**src/design/acsc_pkg.sv**
```systemverilog
// shared types, constants and digit functions for the alarm clock set-mode controller
package acsc_pkg;

    typedef enum logic [5:0] {
        MODE_NORMAL        = 6'b000001,
        MODE_ALARM_VIEW    = 6'b000010,
        MODE_SET_HOUR      = 6'b000100,
        MODE_SET_MINUTE    = 6'b001000,
        MODE_SET_WAKE_HOUR = 6'b010000,
        MODE_SET_WAKE_MIN  = 6'b100000
    } t_mode;

    localparam logic [2:0] CODE_NORMAL        = 3'd0;
    localparam logic [2:0] CODE_ALARM_VIEW    = 3'd1;
    localparam logic [2:0] CODE_SET_HOUR      = 3'd2;
    localparam logic [2:0] CODE_SET_MINUTE    = 3'd3;
    localparam logic [2:0] CODE_SET_WAKE_HOUR = 3'd4;
    localparam logic [2:0] CODE_SET_WAKE_MIN  = 3'd5;

    // bit positions in the rtc write request word
    localparam int WR_HOUR      = 0;
    localparam int WR_MINUTE    = 1;
    localparam int WR_WAKE_HOUR = 2;
    localparam int WR_WAKE_MIN  = 3;
    localparam int WR_ARM       = 4;
    localparam int WR_DISARM    = 5;
    localparam int WR_CLEAR     = 6;
    localparam int WR_BITS      = 7;

    localparam logic [7:0] SEG_BLANK = 8'hFF;

    typedef struct packed {
        t_mode                mode;
        logic                 buzzer;
        logic                 armed;
        logic [WR_BITS-1:0]   writes;
    } t_ctrl;

    function automatic logic [2:0] mode_code(input t_mode m);
        logic [2:0] c;
        case (m)
            MODE_ALARM_VIEW:    c = CODE_ALARM_VIEW;
            MODE_SET_HOUR:      c = CODE_SET_HOUR;
            MODE_SET_MINUTE:    c = CODE_SET_MINUTE;
            MODE_SET_WAKE_HOUR: c = CODE_SET_WAKE_HOUR;
            MODE_SET_WAKE_MIN:  c = CODE_SET_WAKE_MIN;
            default:            c = CODE_NORMAL;
        endcase
        return c;
    endfunction

    // tens in [7:4], units in [3:0], for values up to 63
    function automatic logic [7:0] split_dec(input logic [5:0] v);
        logic [3:0] t;
        logic [5:0] base;
        if (v >= 6'd60) begin
            t = 4'd6; base = 6'd60;
        end else if (v >= 6'd50) begin
            t = 4'd5; base = 6'd50;
        end else if (v >= 6'd40) begin
            t = 4'd4; base = 6'd40;
        end else if (v >= 6'd30) begin
            t = 4'd3; base = 6'd30;
        end else if (v >= 6'd20) begin
            t = 4'd2; base = 6'd20;
        end else if (v >= 6'd10) begin
            t = 4'd1; base = 6'd10;
        end else begin
            t = 4'd0; base = 6'd0;
        end
        return {t, 4'(v - base)};
    endfunction

    function automatic logic [5:0] next_hour_bcd(input logic [4:0] h);
        logic [4:0] n;
        logic [7:0] d;
        n = (h < 5'd23) ? 5'(h + 5'd1) : 5'd0;
        d = split_dec({1'b0, n});
        return {d[5:4], d[3:0]};
    endfunction

    function automatic logic [6:0] next_minute_bcd(input logic [5:0] m);
        logic [5:0] n;
        logic [7:0] d;
        n = (m < 6'd59) ? 6'(m + 6'd1) : 6'd0;
        d = split_dec(n);
        return {d[6:4], d[3:0]};
    endfunction

    function automatic logic [7:0] seg_lead(input logic [3:0] d);
        logic [7:0] s;
        case (d)
            4'd0:    s = 8'h84;
            4'd1:    s = 8'hCF;
            4'd2:    s = 8'hA8;
            4'd3:    s = 8'h89;
            4'd4:    s = 8'hC3;
            4'd5:    s = 8'h91;
            4'd6:    s = 8'h90;
            4'd7:    s = 8'h8F;
            4'd8:    s = 8'h80;
            4'd9:    s = 8'h81;
            default: s = SEG_BLANK;
        endcase
        return s;
    endfunction

    function automatic logic [7:0] seg_third(input logic [3:0] d);
        logic [7:0] s;
        case (d)
            4'd0:    s = 8'h82;
            4'd1:    s = 8'hCF;
            4'd2:    s = 8'hA1;
            4'd3:    s = 8'h89;
            4'd4:    s = 8'hCC;
            4'd5:    s = 8'h98;
            4'd6:    s = 8'h90;
            4'd7:    s = 8'h8F;
            4'd8:    s = 8'h80;
            4'd9:    s = 8'h88;
            default: s = SEG_BLANK;
        endcase
        return s;
    endfunction

    function automatic logic [7:0] seg_last(input logic [3:0] d);
        logic [7:0] s;
        case (d)
            4'd0:    s = 8'h82;
            4'd1:    s = 8'h9F;
            4'd2:    s = 8'hA1;
            4'd3:    s = 8'h89;
            4'd4:    s = 8'h9C;
            4'd5:    s = 8'hC8;
            4'd6:    s = 8'hC0;
            4'd7:    s = 8'h8F;
            4'd8:    s = 8'h80;
            4'd9:    s = 8'h88;
            default: s = SEG_BLANK;
        endcase
        return s;
    endfunction

endpackage

```
**src/design/acsc_ctrl.sv**
```systemverilog
// mode, alarm arm, ringing and buzzer state with the button decode
module acsc_ctrl (
    input  logic            i_clk,
    input  logic            i_rst_n,
    input  logic            i_cfg_wr_en,
    input  logic            i_cfg_wr_data,
    input  logic            i_step,
    input  logic            i_inc,
    input  logic            i_mode_btn,
    input  logic            i_fired,
    output acsc_pkg::t_ctrl o_ctrl
);

    acsc_pkg::t_mode r_mode, n_mode;
    acsc_pkg::t_mode mode_inc;
    logic r_armed, n_armed;
    logic r_ringing, n_ringing;
    logic r_buzz, n_buzz;
    logic [acsc_pkg::WR_BITS-1:0] wr;
    logic ring_now;

    always_comb begin
        wr       = '0;
        mode_inc = r_mode;
        if (i_inc) begin
            case (r_mode)
                acsc_pkg::MODE_NORMAL:        mode_inc = acsc_pkg::MODE_ALARM_VIEW;
                acsc_pkg::MODE_ALARM_VIEW:    mode_inc = acsc_pkg::MODE_NORMAL;
                acsc_pkg::MODE_SET_HOUR:      wr[acsc_pkg::WR_HOUR] = 1'b1;
                acsc_pkg::MODE_SET_MINUTE:    wr[acsc_pkg::WR_MINUTE] = 1'b1;
                acsc_pkg::MODE_SET_WAKE_HOUR: wr[acsc_pkg::WR_WAKE_HOUR] = 1'b1;
                acsc_pkg::MODE_SET_WAKE_MIN:  wr[acsc_pkg::WR_WAKE_MIN] = 1'b1;
                default: ;
            endcase
        end

        // mode button acts on the mode left by the increment button
        n_mode  = mode_inc;
        n_armed = r_armed;
        if (i_mode_btn) begin
            case (mode_inc)
                acsc_pkg::MODE_NORMAL:        n_mode = acsc_pkg::MODE_SET_HOUR;
                acsc_pkg::MODE_SET_HOUR:      n_mode = acsc_pkg::MODE_SET_MINUTE;
                acsc_pkg::MODE_SET_MINUTE:    n_mode = acsc_pkg::MODE_NORMAL;
                acsc_pkg::MODE_ALARM_VIEW:    n_mode = acsc_pkg::MODE_SET_WAKE_HOUR;
                acsc_pkg::MODE_SET_WAKE_HOUR: n_mode = acsc_pkg::MODE_SET_WAKE_MIN;
                acsc_pkg::MODE_SET_WAKE_MIN: begin
                    n_mode  = acsc_pkg::MODE_ALARM_VIEW;
                    n_armed = !r_armed;
                    if (r_armed) begin
                        wr[acsc_pkg::WR_DISARM] = 1'b1;
                    end else begin
                        wr[acsc_pkg::WR_ARM] = 1'b1;
                    end
                end
                default: ;
            endcase
        end

        ring_now  = r_ringing || i_fired;
        n_ringing = ring_now && !(i_inc || i_mode_btn);
        n_buzz    = ring_now && !r_buzz;
        if (ring_now && (i_inc || i_mode_btn)) begin
            wr[acsc_pkg::WR_CLEAR] = 1'b1;
        end
    end

    always_ff @(posedge i_clk) begin
        if (!i_rst_n) begin
            r_mode    <= acsc_pkg::MODE_NORMAL;
            r_armed   <= 1'b0;
            r_ringing <= 1'b0;
            r_buzz    <= 1'b0;
        end else if (i_cfg_wr_en) begin
            r_armed <= i_cfg_wr_data;
        end else if (i_step) begin
            r_mode    <= n_mode;
            r_armed   <= n_armed;
            r_ringing <= n_ringing;
            r_buzz    <= n_buzz;
        end
    end

    assign o_ctrl.mode   = n_mode;
    assign o_ctrl.buzzer = n_buzz;
    assign o_ctrl.armed  = n_armed;
    assign o_ctrl.writes = wr;

endmodule

```
**src/design/acsc_disp.sv**
```systemverilog
// segment encoding with per-mode blanking and the incremented bcd values
module acsc_disp (
    input  acsc_pkg::t_mode i_mode,
    input  logic [4:0]      i_clock_hour,
    input  logic [5:0]      i_clock_minute,
    input  logic [4:0]      i_wake_hour,
    input  logic [5:0]      i_wake_minute,
    output logic [31:0]     o_segment_codes,
    output logic [5:0]      o_next_clock_hour_bcd,
    output logic [6:0]      o_next_clock_minute_bcd,
    output logic [5:0]      o_next_wake_hour_bcd,
    output logic [6:0]      o_next_wake_minute_bcd
);

    logic       show_wake, show_h, show_m;
    logic [4:0] hv;
    logic [5:0] mv;
    logic [7:0] hd, md;
    logic [7:0] d1, d2, d3, d4;

    always_comb begin
        show_wake = 1'b0;
        show_h    = 1'b1;
        show_m    = 1'b1;
        case (i_mode)
            acsc_pkg::MODE_ALARM_VIEW:    show_wake = 1'b1;
            acsc_pkg::MODE_SET_HOUR:      show_m = 1'b0;
            acsc_pkg::MODE_SET_MINUTE:    show_h = 1'b0;
            acsc_pkg::MODE_SET_WAKE_HOUR: begin
                show_wake = 1'b1;
                show_m    = 1'b0;
            end
            acsc_pkg::MODE_SET_WAKE_MIN: begin
                show_wake = 1'b1;
                show_h    = 1'b0;
            end
            default: ;
        endcase

        hv = show_wake ? i_wake_hour : i_clock_hour;
        mv = show_wake ? i_wake_minute : i_clock_minute;
        hd = acsc_pkg::split_dec({1'b0, hv});
        md = acsc_pkg::split_dec(mv);

        d1 = show_h ? acsc_pkg::seg_lead(hd[7:4]) : acsc_pkg::SEG_BLANK;
        d2 = show_h ? acsc_pkg::seg_lead(hd[3:0]) : acsc_pkg::SEG_BLANK;
        d3 = show_m ? acsc_pkg::seg_third(md[7:4]) : acsc_pkg::SEG_BLANK;
        d4 = show_m ? acsc_pkg::seg_last(md[3:0]) : acsc_pkg::SEG_BLANK;
    end

    assign o_segment_codes         = {d4, d3, d2, d1};
    assign o_next_clock_hour_bcd   = acsc_pkg::next_hour_bcd(i_clock_hour);
    assign o_next_clock_minute_bcd = acsc_pkg::next_minute_bcd(i_clock_minute);
    assign o_next_wake_hour_bcd    = acsc_pkg::next_hour_bcd(i_wake_hour);
    assign o_next_wake_minute_bcd  = acsc_pkg::next_minute_bcd(i_wake_minute);

endmodule

```
**src/design/alarm_clock_setting_controller.sv**
```systemverilog
// top level: input register, tick step logic and result register
// Alarm clock set-mode controller.
// Input channel (i_valid/o_ready) carries one button-poll tick: button levels,
// the alarm event, the blink phase and the clock and alarm times.
// Output channel (o_valid/i_ready) carries one result per tick: segment bytes,
// mode, colon, buzzer, armed status, rtc write requests and bcd values.
// A transferred tick is held in the input register, passes the mode/ringing
// step logic, and lands in the result register, which drives o_valid.
// Throughput is one tick per cycle while i_ready stays high; the only feedback
// is the loop through the mode, armed, ringing and buzzer registers.
// When the receiver stalls, the result register holds and the input register
// still takes one more tick, then o_ready drops until the result drains.
// i_cfg_wr_en loads the armed state from i_cfg_wr_data; write it while idle.
// Synchronous reset puts the block in normal mode, disarmed, silent, empty.
module alarm_clock_setting_controller (
    input  logic        i_clk,
    input  logic        i_rst_n,
    input  logic        i_cfg_wr_en,
    input  logic        i_cfg_wr_data,
    input  logic        i_valid,
    output logic        o_ready,
    input  logic        i_inc_pressed,
    input  logic        i_mode_pressed,
    input  logic        i_alarm_fired,
    input  logic        i_blink_phase,
    input  logic [4:0]  i_clock_hour,
    input  logic [5:0]  i_clock_minute,
    input  logic [4:0]  i_wake_hour,
    input  logic [5:0]  i_wake_minute,
    output logic        o_valid,
    input  logic        i_ready,
    output logic [31:0] o_segment_codes,
    output logic [2:0]  o_mode_now,
    output logic        o_colon_led,
    output logic        o_buzzer,
    output logic        o_alarm_enabled,
    output logic [6:0]  o_rtc_writes,
    output logic [5:0]  o_next_clock_hour_bcd,
    output logic [6:0]  o_next_clock_minute_bcd,
    output logic [5:0]  o_next_wake_hour_bcd,
    output logic [6:0]  o_next_wake_minute_bcd
);

    logic       r_in_vld;
    logic       r_inc, r_mode_btn, r_fired, r_blink;
    logic [4:0] r_ch, r_wh;
    logic [5:0] r_cm, r_wm;

    logic        r_out_vld;
    logic [31:0] r_seg;
    logic [2:0]  r_mode_code;
    logic        r_colon, r_buzzer, r_armed_out;
    logic [6:0]  r_writes;
    logic [5:0]  r_nch, r_nwh;
    logic [6:0]  r_ncm, r_nwm;

    logic            out_free, step, in_xfer;
    acsc_pkg::t_ctrl ctrl;
    logic [31:0]     seg;
    logic [5:0]      nch, nwh;
    logic [6:0]      ncm, nwm;

    assign out_free = !r_out_vld || i_ready;
    assign step     = r_in_vld && out_free;
    assign o_ready  = !r_in_vld || out_free;
    assign in_xfer  = i_valid && o_ready;

    acsc_ctrl u_ctrl (
        .i_clk         (i_clk),
        .i_rst_n       (i_rst_n),
        .i_cfg_wr_en   (i_cfg_wr_en),
        .i_cfg_wr_data (i_cfg_wr_data),
        .i_step        (step),
        .i_inc         (r_inc),
        .i_mode_btn    (r_mode_btn),
        .i_fired       (r_fired),
        .o_ctrl        (ctrl)
    );

    acsc_disp u_disp (
        .i_mode                  (ctrl.mode),
        .i_clock_hour            (r_ch),
        .i_clock_minute          (r_cm),
        .i_wake_hour             (r_wh),
        .i_wake_minute           (r_wm),
        .o_segment_codes         (seg),
        .o_next_clock_hour_bcd   (nch),
        .o_next_clock_minute_bcd (ncm),
        .o_next_wake_hour_bcd    (nwh),
        .o_next_wake_minute_bcd  (nwm)
    );

    always_ff @(posedge i_clk) begin
        if (!i_rst_n) begin
            r_in_vld <= 1'b0;
        end else if (in_xfer) begin
            r_in_vld <= 1'b1;
        end else if (step) begin
            r_in_vld <= 1'b0;
        end
    end

    always_ff @(posedge i_clk) begin
        if (in_xfer) begin
            r_inc      <= i_inc_pressed;
            r_mode_btn <= i_mode_pressed;
            r_fired    <= i_alarm_fired;
            r_blink    <= i_blink_phase;
            r_ch       <= i_clock_hour;
            r_cm       <= i_clock_minute;
            r_wh       <= i_wake_hour;
            r_wm       <= i_wake_minute;
        end
    end

    always_ff @(posedge i_clk) begin
        if (!i_rst_n) begin
            r_out_vld <= 1'b0;
        end else if (step) begin
            r_out_vld <= 1'b1;
        end else if (i_ready) begin
            r_out_vld <= 1'b0;
        end
    end

    always_ff @(posedge i_clk) begin
        if (step) begin
            r_seg       <= seg;
            r_mode_code <= acsc_pkg::mode_code(ctrl.mode);
            r_colon     <= r_blink && (ctrl.mode == acsc_pkg::MODE_NORMAL);
            r_buzzer    <= ctrl.buzzer;
            r_armed_out <= ctrl.armed;
            r_writes    <= ctrl.writes;
            r_nch       <= nch;
            r_ncm       <= ncm;
            r_nwh       <= nwh;
            r_nwm       <= nwm;
        end
    end

    assign o_valid                 = r_out_vld;
    assign o_segment_codes         = r_seg;
    assign o_mode_now              = r_mode_code;
    assign o_colon_led             = r_colon;
    assign o_buzzer                = r_buzzer;
    assign o_alarm_enabled         = r_armed_out;
    assign o_rtc_writes            = r_writes;
    assign o_next_clock_hour_bcd   = r_nch;
    assign o_next_clock_minute_bcd = r_ncm;
    assign o_next_wake_hour_bcd    = r_nwh;
    assign o_next_wake_minute_bcd  = r_nwm;

endmodule

```
**config.mk**
```make
export PLATFORM = sky130hd
export DESIGN_NAME = alarm_clock_setting_controller
export DESIGN_NICKNAME = d
export VERILOG_FILES = /design/src/design/acsc_pkg.sv /design/src/design/acsc_ctrl.sv /design/src/design/acsc_disp.sv /design/src/design/alarm_clock_setting_controller.sv
export SDC_FILE = /design/constraint.sdc
export NUM_CORES = 1
export LEC_CHECK = 0
export BUFFER_PORTS_ARGS = -buffer_cell sky130_fd_sc_hd__buf_2
export CAP_MARGIN = 10
export CELL_PAD_IN_SITES_DETAIL_PLACEMENT = 1
export CELL_PAD_IN_SITES_GLOBAL_PLACEMENT = 2
export CORE_ASPECT_RATIO = 0.7
export CORE_MARGIN = 4
export CORE_UTILIZATION = 35
export CTS_BUF_LIST = sky130_fd_sc_hd__clkbuf_8
export DETAILED_ROUTE_END_ITERATION = 6
export PLACE_DENSITY_LB_ADDON = 0.1
export SYNTH_ARGS = -nofsm -noshare
export SYNTH_HDL_FRONTEND = slang
export SYNTH_SLANG_ARGS = --single-unit
```
**constraint.sdc**
```tcl
create_clock -name i_clk -period 12.4 [get_ports i_clk]
set_input_delay 3.1 -clock i_clk [delete_from_list [all_inputs] [get_ports i_clk]]
set_output_delay 3.1 -clock i_clk [all_outputs]
set_load 0.02 [all_outputs]
```
Word-level counts from Yosys, hierarchy flattened
Memories as Yosys holds them, arrays and structs flattened. A register that Yosys moved wholly into a read port is not among the register bits.
Cells that the tools add are included.
{"block": "word_totals", "mem_bits_ro": 448, "word_cells": 226, "in_bits": 32, "reg_bits": 108, "mem_count": 4, "out_inout_bits": 73}
{"memory": "(no name shown)", "words": 16, "width": 7, "read_ports": 1, "rd_ports_with_merged_regs": 1, "write_ports": 0, "line_no": "acsc_pkg.sv:92", "source": "case (d)"}
{"memory": "(no name shown)", "words": 16, "width": 7, "read_ports": 1, "rd_ports_with_merged_regs": 1, "write_ports": 0, "line_no": "acsc_pkg.sv:92"}
{"memory": "(no name shown)", "words": 16, "width": 7, "read_ports": 1, "rd_ports_with_merged_regs": 1, "write_ports": 0, "line_no": "acsc_pkg.sv:110", "source": "case (d)"}
{"memory": "(no name shown)", "words": 16, "width": 7, "read_ports": 1, "rd_ports_with_merged_regs": 1, "write_ports": 0, "line_no": "acsc_pkg.sv:128", "source": "case (d)"}
{"block": "op_classes", "magnitude_cmp": 40, "n_bitwise": 1, "reduce_logical": 25, "addsub": 10, "n_eq_ne": 18, "mux": 95}
{"op": "4-bit 2-to-1 mux", "count": 46}
{"op": "5-bit by 6-bit greater-or-equal comparator with 1-bit output, second input constant", "count": 9}
{"op": "6-bit greater-or-equal comparator, second input constant", "count": 9}
{"op": "6-bit by 5-bit greater-or-equal comparator with 1-bit output, second input constant", "count": 6}
{"op": "6-bit one-hot mux with 6 select lines", "count": 1}
{"op": "5-bit greater-or-equal comparator, second input constant", "count": 6}
{"op": "6-bit 2-to-1 mux", "count": 5}
{"op": "2-bit 2-to-1 mux", "count": 12}
{"op": "4-bit subtractor", "count": 6}
{"op": "1-bit 2-to-1 mux", "count": 22}
{"op": "6-bit by 1-bit equality test with 1-bit output, second input constant", "count": 3}
{"op": "6-bit by 2-bit equality test with 1-bit output, second input constant", "count": 3}
{"op": "6-bit by 3-bit equality test with 1-bit output, second input constant", "count": 3}
{"op": "6-bit by 4-bit equality test with 1-bit output, second input constant", "count": 3}
{"op": "6-bit by 5-bit equality test with 1-bit output, second input constant", "count": 3}
{"op": "6-bit equality test, second input constant", "count": 3}
{"op": "6-bit by 4-bit greater-or-equal comparator with 1-bit output, second input constant", "count": 3}
{"op": "5-bit by 4-bit greater-or-equal comparator with 1-bit output, second input constant", "count": 3}
{"op": "5-bit 2-to-1 mux", "count": 3}
{"op": "3-bit one-hot mux with 5 select lines", "count": 1}
{"op": "6-bit by 1-bit adder with 6-bit output, second input constant", "count": 2}
{"op": "6-bit < comparator, second input constant", "count": 2}
{"op": "3-bit 2-to-1 mux", "count": 4}
{"op": "6-bit one-hot mux with 2 select lines", "count": 1}
{"op": "10 further kinds", "count": 30}

Longest topological paths before layout
Gate-level depths: netlist (run 1).
{"block": "depth", "word_depth": 18, "depth_mapped": 19, "mapped_depth_nobuf": 16}

Hierarchy
Synthesis (run 1) repeated with hierarchy kept, for this count alone.
{"block": "hier_totals", "hier_cells": 629, "hier_area_um2": 6548.8}
{"module": "alarm_clock_setting_controller", "cells_per_inst": 118, "instances": 1, "seq_area_each_um2": 2952.8, "area_each_um2": 3099.2}
{"module": "acsc_disp", "cells_per_inst": 411, "instances": 1, "seq_area_each_um2": 0.0, "area_each_um2": 2686.3}
{"module": "acsc_ctrl", "cells_per_inst": 100, "instances": 1, "seq_area_each_um2": 180.2, "area_each_um2": 763.2}

Least setup slack after synthesis (run 1)
Ideal clock, no wire load.
{"block": "synth_path", "path_type": "input-to-output", "from": "input i_ready", "to": "output o_ready", "arrival_ps": 3453, "stages": 2, "slack_ps": 5847, "path_buffers": 0, "required_time_ps": 9300, "path_cell_list": "nor2b_1 -> nand2_1"}
{"block": "synth_via", "elab_chain_cells": 2}
{"item": "from (decl)", "line_no": "alarm_clock_setting_controller.sv:31", "source": "input logic i_ready,"}
{"item": "1-bit logical OR", "line_no": "alarm_clock_setting_controller.sv:63", "source": "assign out_free = !r_out_vld || i_ready;"}
{"item": "1-bit logical OR", "line_no": "alarm_clock_setting_controller.sv:65", "source": "assign o_ready = !r_in_vld || out_free;"}
{"item": "to (decl)", "line_no": "alarm_clock_setting_controller.sv:21", "source": "output logic o_ready,"}
Every way passes these cells.

Worst setup path in the final report (run 1)
Ends and elaborated chain as after synthesis.

==> run summary, run 1 <==
The run finished with clean final reports. STA classifies the critical path startpoint as an input pin. For this run, design rule violations remaining after detail routing come to 0.

The remaining max-slew budget at the tightest pin came out at 31.2%. The startpoint identified for the worst hold timing path is u_ctrl.r_ringing$_SDFFE_PN0P_. The critical path class is in -> out. The number of search-and-repair iterations in the first detailed-routing pass is 4. The number of antenna violations at the first check in global routing came out at 0. In this run, post-CTS hold repair placed 0 buffers. The mean instance size in the synthesized netlist came out at 10.4 sq um. Counting flops with an async set or reset pin after synthesis yields a share of 0%. TritonCTS created 9 clock buffers. The number of cells produced by synthesis is 602. Dividing the detail-routed via count by the number of cells gives 5.18. The relative area change from synthesis to final layout came out at 13.4%. The total routed wirelength is 15,300 microns. For this configuration, the core starts out at a cell density of a little over a third.

For the final routed database, the setup TNS stands at 0 ns. The fraction of final layout cells with drive strength greater than 1 came out at a little over a fifth. The final period utilization is 54.7%. Summed over all cells, the static leakage comes to 2.87 nW. Setup repair after global routing left no endpoint under its margin. The total routing usage reported by global routing is between 10% and 20%. The routed via count is 4,739.

The sink count of the clock tree came out at 103. The final weighted congestion in routability-driven placement is 0.847. The final layout contains 743 nets.

The fraction of met2 tracks used by global routing is around 25%. The launching element of the worst setup path is i_ready. The height of the die came out at ~120 microns. Of all nets on the critical path, the largest fanout is 4. Dividing total power by cell area gives a power density of 136 nW/um^2.

The fraction of post-synthesis cell area in the top cell type by area came out at 44.1%. The number of max-slew violations in the final report is 0. The met1 layer usage reported by global route came out at 21.4%.

In the final routed layout, each cell accounts on average for 16.7 microns. The mapped cell area is 6270 sq um. The count of buffers from port buffering came out at 100. The synthesized design spends more area on one cell type than any other, namely sky130_fd_sc_hd__edfxtp_1.

The first routing iteration left 294 violations. Entering global routing, the biggest net connects 67 pins. Setup violations remaining at the end of the flow were counted as 0. TritonCTS built the clock tree. The master cell of the clock root buffer is sky130_fd_sc_hd__clkbuf_8. The predominant post-synthesis flop cell is sky130_fd_sc_hd__edfxtp_1. The post-CTS repair timing setup buffer count is 0. The maximum resistive drop on vdd came out at 0.0000528 V. The total number of yosys warnings is 0.

The shortest period the worst path allows is between 6 and 7 ns. Clock latency on the worst-skew pair, taken at its later pin, is 0.39 ns. Pin placement for this block handled 105 I/O pins. The number of enable flip-flop cells after synthesis came out at 92. The end-of-flow core utilization is 41.0%. After synthesis, flip-flops and latches occupy a little under half of the total area. The worst endpoint required time came out at between 9 and 10 ns. The CTS clock-pin slew for the worst setup and hold paths came out at 0.10 ns.

The global-route wire length before repair came out at roughly 25,000 microns. In this run the horizontal extent of the chip is 168 microns. The number of library cell types mapped by synthesis came out at around 80. The aggregate global routing overflow came out at 0.

After global routing, the most crowded layer is met2. The antenna diode count is 0. The number of global-route vias before repair is 4,806. Detailed placement finished with a half-perimeter wire length of 11,300 microns. The H-tree was split into 3 levels. The core region area came out at 17,400 sq um. The final count of hold timing violations was 0. The worst setup slack before clock tree synthesis is 5.61 ns. The maximum count of clock buffers along a single path is 2. The post-layout worst setup margin came out at ~5.6 ns.

The worst-margin pin slew is 1.03 ns. The data arrival time of the critical path is 3.68 ns. The highest attainable clock frequency is between 100 and 150 MHz.

Row generation in the floorplan step produced 40 rows. In the post-synthesis netlist, the biggest area contributors are sky130_fd_sc_hd__edfxtp_1 44%, sky130_fd_sc_hd__ha_1 5.2%, sky130_fd_sc_hd__dfxtp_1 3.5%. The count of nets left with antenna violations after detail routing came out at 0. In this run the critical register-to-register path is launched from u_ctrl.r_mode[5]$_SDFFE_PN0P_. The number of filler cells placed in the layout came out at 1,966. The count of cells resized by post-cts repair came out at 0. The worst hold-check path type is reg -> reg.

The number of synthesized register bits came out at 103. The floorplan die area is 20,200 sq um. The met3 track demand over resource in global routing is approximately 3.2%. The tool flagged a number of max-cap violations equal to 0.

The kind of end point of the critical path is an output port. The maximum clock skew at final layout came out at 0.0199 ns.
[cell type report]
cell class,count,area [sq um],area share [%]
flip-flops and latches,103,2980,41.9
clock buffers,10,138,1.94
inverters,34,128,1.79
repair buffers,103,523,7.35
multi-input cells,428,2980,41.8
well taps,231,289,4.06
clock inverters,6,76.3,1.07
[power breakdown]
group | total [mW] | switching, mW | internal (mW)
Clock | 0.227 | 0.125 | 0.102
Sequential | 0.447 | 0.0229 | 0.424
Combinational | 0.293 | 0.181 | 0.113
[critical path: stages]
cell,delay [ns]
sky130_fd_sc_hd__buf_2,0.09
sky130_fd_sc_hd__nor2b_1,0.21
sky130_fd_sc_hd__nand2_1,0.11
sky130_fd_sc_hd__buf_2,0.17
[cell families (layout without fill, tap and decap cells)]
| group | after synthesis | after routing | share of synthesized area, % |
|---|---|---|---|
| and+or+nand+nor | 199 | 199 | 16.6 |
| muxes | 17 | 17 | 2.95 |
| adders and majority gates | 35 | 35 | 7.58 |
| buffers and inverters | 74 | 153 | 5.17 |
| xor gates and xnor gates | 26 | 26 | 3.93 |
| DFF | 103 | 103 | 47.6 |
| other | 1 | 4 | 0.0598 |
| AOI/OAI and AO/OA | 147 | 147 | 16.1 |
[flip-flops by register name, indices dropped and copies added (netlist names), 3 cells and up]
name / flops
o_segment_codes: 27
o_next_clock_minute_bcd: 7
o_next_wake_minute_bcd: 7
o_rtc_writes: 7
o_next_clock_hour_bcd: 6
o_next_wake_hour_bcd: 6
r_cm: 6
r_wm: 6
u_ctrl.r_mode: 6
r_ch: 5
r_wh: 5
o_mode_now: 3
[stage by stage]
step / cells / area (sq um) / hold slack [ns] / total power, mW
2_1_floorplan: 605 / 6280 / 0.437 / 0.677
3_3_place_gp: 899 / 6900 / 0.451 / 0.744
3_5_place_dp: 899 / 6900 / 0.468 / 0.753
4_1_cts: 915 / 7110 / 0.498 / 0.987
5_1_grt: 915 / 7110 / 0.513 / 1.04
6_report: 915 / 7110 / 0.497 / 0.968
[synth_stat cells, types with 3 or more instances]
cell and n:
sky130_fd_sc_hd__a21o_1 7, sky130_fd_sc_hd__edfxtp_1 92, sky130_fd_sc_hd__a31oi_1 9, sky130_fd_sc_hd__nor3_2 3, sky130_fd_sc_hd__o21ai_0 28, sky130_fd_sc_hd__nand3_1 17
sky130_fd_sc_hd__buf_2 10, sky130_fd_sc_hd__o211ai_1 3, sky130_fd_sc_hd__fa_1 6, sky130_fd_sc_hd__maj3_1 3, sky130_fd_sc_hd__o31ai_1 5, sky130_fd_sc_hd__nor2_1 56
sky130_fd_sc_hd__buf_4 7, sky130_fd_sc_hd__a41oi_1 4, sky130_fd_sc_hd__nor2b_1 9, sky130_fd_sc_hd__inv_1 33, sky130_fd_sc_hd__and3_1 4, sky130_fd_sc_hd__xor2_1 6
sky130_fd_sc_hd__a22o_1 3, sky130_fd_sc_hd__nand2_1 39, sky130_fd_sc_hd__o21ai_1 10, sky130_fd_sc_hd__or2_2 5, sky130_fd_sc_hd__and2_1 6, sky130_fd_sc_hd__dfxtp_1 11
sky130_fd_sc_hd__o211a_1 3, sky130_fd_sc_hd__clkbuf_1 22, sky130_fd_sc_hd__nor3b_1 3, sky130_fd_sc_hd__o21a_1 7, sky130_fd_sc_hd__a21oi_1 29, sky130_fd_sc_hd__mux2i_1 14
sky130_fd_sc_hd__ha_1 26, sky130_fd_sc_hd__o311a_1 4, sky130_fd_sc_hd__o22ai_1 4, sky130_fd_sc_hd__nor4_1 4, sky130_fd_sc_hd__a211oi_1 9, sky130_fd_sc_hd__nor3_1 13
sky130_fd_sc_hd__xnor2_1 19, sky130_fd_sc_hd__nand2b_1 15, sky130_fd_sc_hd__nand3b_1 4
[final timing paths]
| check | cells after the start | slack [ns] | endpoint |
|---|---|---|---|
| setup reg to reg | 14 | 6.56 | o_segment_codes[25]$_SDFFCE_PP1P_ |
| setup / recovery | 4 | 5.62 | o_ready |
| hold reg to reg | 2 | 0.50 | u_ctrl.r_ringing$_SDFFE_PN0P_ |
| hold / removal | 2 | 0.50 | u_ctrl.r_ringing$_SDFFE_PN0P_ |
[cells in the final DEF, fill, tap and decap left out, drive strengths merged, types with 5 or more instances in the layout]
cell type,n
buf,103
edfxtp,92
nor2,56
nand2,40
o21ai,38
inv,36
a21oi,31
ha,26
xnor2,19
nand3,17
nor3,16
nand2b,15
mux2i,15
dfxtp,11
clkbuf,10
a31oi,10
nor2b,9
a211oi,9
o21a,8
a21o,7
and2,7
xor2,7
or2,7
fa,6
o31ai,5
nor4,5
[metal layers]
layer | wire length (microns) | part of all wire [%] | vias up
li1 | - | - | 2345
met1 | 7430 | 49 | 2288
met2 | 7020 | 46 | 94
met3 | 654 | 4.3 | 12
met4 | 155 | 1.0 | 0
met5 | 0 | 0 | -
Note: power is estimated with default switching activity, not from simulation.
==> run 2: changes to the inputs <==
==> constraint.sdc (replaced) <==
create_clock -name i_clk -period 6.65 [get_ports i_clk]
set_input_delay 1.6625 -clock i_clk [delete_from_list [all_inputs] [get_ports i_clk]]
set_output_delay 1.6625 -clock i_clk [all_outputs]
set_load 0.02 [all_outputs]
==> run summary, run 2 (synthesis results as in run 1) <==
Run status: complete, no violations (unchanged). The worst endpoint required time came out at 6.75 ns (was 9.30 ns). The height of the die came to 120 microns (unchanged). The maximum clock skew at final layout is 0.0122 ns (was 0.0199 ns). The final-report setup violation count came out at 0 (unchanged).

The clock network power share was 23.4% (was 23.5%). The post-CTS repair timing setup buffer count came out at 0 (unchanged). The die outline width is 168 microns (unchanged). The global-route wire length before repair came out at 25,300 microns (was 25,200 microns). The remaining max-slew budget at the tightest pin was 39.5% (was 31.2%).

The number of search-and-repair iterations in the first detailed-routing pass came out at 4 (unchanged). The worst setup slack before clock tree synthesis came to 1.46 ns (was 5.61 ns). The number of flip-flops under the largest register name came out at 27 (unchanged). The post-place instance area came out at 6910 sq um (was 6900 sq um). The antenna diode count came to 0 (unchanged).

The CTS H-tree depth is 3 (unchanged). The hold path startpoint is u_ctrl.r_ringing$_SDFFE_PN0P_ (unchanged). The post-detailed-placement half-perimeter wirelength came to 11,500 microns (was 11,300 microns).

The total DRC errors in the routed layout is 0 (unchanged). The areal power density over the cells is 254 nW/um^2 (was 136 nW/um^2). The cell leakage power is 2.87 nW (about the same). The final design instance area without fill came out at 7110 sq um (about the same). The count of buffers from port buffering came out at 100 (unchanged). The final count of hold timing violations is 0 (unchanged). The initial cell density of the core is 36.1% (unchanged). The clock tree from TritonCTS is done (unchanged). The mean routed wirelength per cell is 16.9 microns (was 16.7 microns). The family of cells with the greatest summed delay on the critical path was compound AO/OA/AOI/OAI gates (was simple AND/OR/NAND/NOR gates).

The critical path class is reg -> reg (was in -> out). The DRC marker count from the first detailed-route iteration came to 260 (was 294). The maximum count of clock buffers along a single path is 2 (unchanged).

The library cell contributing the largest single delay on the critical path is sky130_fd_sc_hd__dfxtp_1 (was sky130_fd_sc_hd__nor2b_1). The switching power came to 626 uW (was 329 uW). The summed negative setup slack over all endpoints is 0 ns (unchanged).

The data arrival time of the critical path is 5.40 ns (was 3.68 ns). The final weighted congestion in routability-driven placement is 0.823 (was 0.847). The commonest non-fill, non-tap cell in the layout is sky130_fd_sc_hd__buf_2 (unchanged). The master cell of the clock root buffer is sky130_fd_sc_hd__clkbuf_8 (unchanged). The number of antenna violations at the first check in global routing came out at 0 (unchanged). The post-layout worst setup margin came out at 1.35 ns (was 5.62 ns). The post-detailed-route via-to-cell ratio came out at 5.10 (was 5.18). The total routed wirelength is 15,500 microns (was 15,300 microns). The maximum fanout encountered on the critical timing path came to 17 (was 4). The relative area change from synthesis to final layout was 13.4% (about the same). The maximum resistive drop on vdd came out at 0.000113 V (was 0.0000528 V).

The final period utilization came out at between 70% and 80%. The number of cells traversed by the worst register-to-register path is 14 (unchanged). The number of placement rows came out at 40 (unchanged). The reg2reg setup slack is 1.35 ns (was 6.56 ns). The count of cells resized by post-cts repair came to 0 (unchanged). The maximum cell stage delay along the critical path came out at 0.76 ns (was 0.21 ns). Highest-count cells in the layout ignoring fill and taps: 100 x sky130_fd_sc_hd__buf_2, 92 x sky130_fd_sc_hd__edfxtp_1, 56 x sky130_fd_sc_hd__nor2_1, 39 x sky130_fd_sc_hd__nand2_1, 33 x sky130_fd_sc_hd__inv_1 (was 100 x sky130_fd_sc_hd__buf_2, 92 x sky130_fd_sc_hd__edfxtp_1, 56 x sky130_fd_sc_hd__nor2_1, 39 x sky130_fd_sc_hd__nand2_1, 32 x sky130_fd_sc_hd__inv_1). The core region area is 17,400 sq um (unchanged).

The number of max-slew violations in the final report is 0 (unchanged). The fraction of final layout cells with drive strength greater than 1 came to 21.3% (about the same). The worst hold-check path type is reg -> reg (unchanged). The category of the worst setup path launch point is a flip-flop (was input pin). The destination of the worst hold path was u_ctrl.r_ringing$_SDFFE_PN0P_ (unchanged).

The total clock buffers created by CTS came to 9 (unchanged). The total internal power is 1.18 mW (was 639 uW). Derived from the worst setup path, the maximum achievable clock frequency is 189 MHz. The number of nets in the finished design came out at 744 (was 743). The number of global-route vias before repair is 4,708 (was 4,806). The number of buffers inserted by hold repair at cts is 0 (unchanged). The worst path needs 5.30 ns of the cycle, external delays included. Cell chain of the critical path: nor2_1 -> and4b_1 -> or2_0 -> a22o_2 -> a21oi_4 -> mux2i_1 -> o21a_1 -> o31ai_1 -> a211oi_1 -> ha_1 -> fa_1 -> xor2_1 -> mux2i_1 -> a41oi_1 (was buf_2 -> nor2b_1 -> nand2_1 -> buf_2). The net switching share of the total power is 34.6% (was 34.0%).

Unrepaired setup endpoints after global routing: false (unchanged). The count of nets left with antenna violations after detail routing is 0 (unchanged). The worst reg2reg path startpoint is u_ctrl.r_mode[5]$_SDFFE_PN0P_ (unchanged). The I/O pin count is 105 (unchanged). The total of max-cap violations was 0 (unchanged). The number of buffers and inverters on the critical path came out at 0 (was 2). The routed via count came to 4,669 (was 4,739). The cell seen most often among critical-path stages is sky130_fd_sc_hd__mux2i_1 (was sky130_fd_sc_hd__buf_2). The destination of the worst register-to-register timing path is o_segment_codes[24]$_SDFFCE_PP1P_ (was o_segment_codes[25]$_SDFFCE_PP1P_). The sequential share of power is 46.1% (was 46.2%). The end-of-flow core utilization is 40.9% (was 41.0%).

The floorplan die area came out at 20,200 sq um (unchanged). The total routing usage reported by global routing was 15.5% (was 15.4%). The CTS clock-pin slew for the worst setup and hold paths is 0.11 ns (was 0.10 ns).

The kind of end point of the critical path is a flip-flop (was output port). The sink count of the clock tree came to 103 (unchanged). The maximum number of pins on one net before global-route repair was 43 (was 67). The hold path depth was 2 (unchanged). The clock latency at the later pin of the worst-skew pair came out at 0.39 ns (about the same). The fraction of power consumed by combinational cells is 30.5% (was 30.3%).

The aggregate global routing overflow is 0 (unchanged). The worst-margin pin slew is 0.904 ns (was 1.03 ns).
==> run 2: worst max path at each step <==
stage	startpoint	to	slack [ns]	cells after the start
2_1_floorplan	r_inc$_DFFE_PP_	o_segment_codes[24]$_SDFFCE_PP1P_	2.65	17
3_3_place_gp	u_ctrl.r_mode[5]$_SDFFE_PN0P_	o_segment_codes[25]$_SDFFCE_PP1P_	1.70	14
3_5_place_dp	u_ctrl.r_mode[5]$_SDFFE_PN0P_	o_segment_codes[24]$_SDFFCE_PP1P_	1.46	14
4_1_cts	u_ctrl.r_mode[5]$_SDFFE_PN0P_	o_segment_codes[24]$_SDFFCE_PP1P_	1.43	14
5_1_grt	u_ctrl.r_mode[5]$_SDFFE_PN0P_	o_segment_codes[25]$_SDFFCE_PP1P_	0.99	14
6_report	u_ctrl.r_mode[5]$_SDFFE_PN0P_	o_segment_codes[24]$_SDFFCE_PP1P_	1.35	14
==> run 2: per-layer routing <==
layer / track usage [%] / vias to the layer above / routed length (microns)
met5: 0 / - / 0
met3: 3.29 / 9 / 611
met1: 22.2 / 2249 / 7860
met2: 24.1 / 79 / 6910
li1: - / 2332 / -
met4: 3.35 / 0 / 138
==> run 2: power groups by stage <==
stage	sequential [mW]	clock, mW	combinational (mW)
3_5_place_dp	0.850	0	0.555
2_1_floorplan	0.878	0	0.385
6_report	0.834	0.422	0.552
3_3_place_gp	0.849	0	0.544
4_1_cts	0.836	0.443	0.558
5_1_grt	0.843	0.468	0.620
==> run 2: worst min-delay path: stages (launching register included) <==
cell	delay, ns
sky130_fd_sc_hd__dfxtp_1	0.35
sky130_fd_sc_hd__a21oi_1	0.04
sky130_fd_sc_hd__nor2_1	0.08
==> run 2: cell type report <==
cell class / count / area [sq um]
Tap cell: 231 / 289
Timing Repair Buffer: 104 / 531
Inverter: 34 / 128
Clock buffer: 9 / 124
Fill cell: 1979 / 10300
Multi-Input combinational cell: 428 / 2980
Sequential cell: 103 / 2980
Clock inverter: 7 / 80.1
==> run 2: metrics by stage <==
stage	cells	power, mW	hold slack (ns)
6_report	916	1.81	0.503
5_1_grt	916	1.93	0.545
4_1_cts	916	1.84	0.501
3_5_place_dp	900	1.41	0.466
3_3_place_gp	900	1.39	0.454
2_1_floorplan	605	1.26	0.437
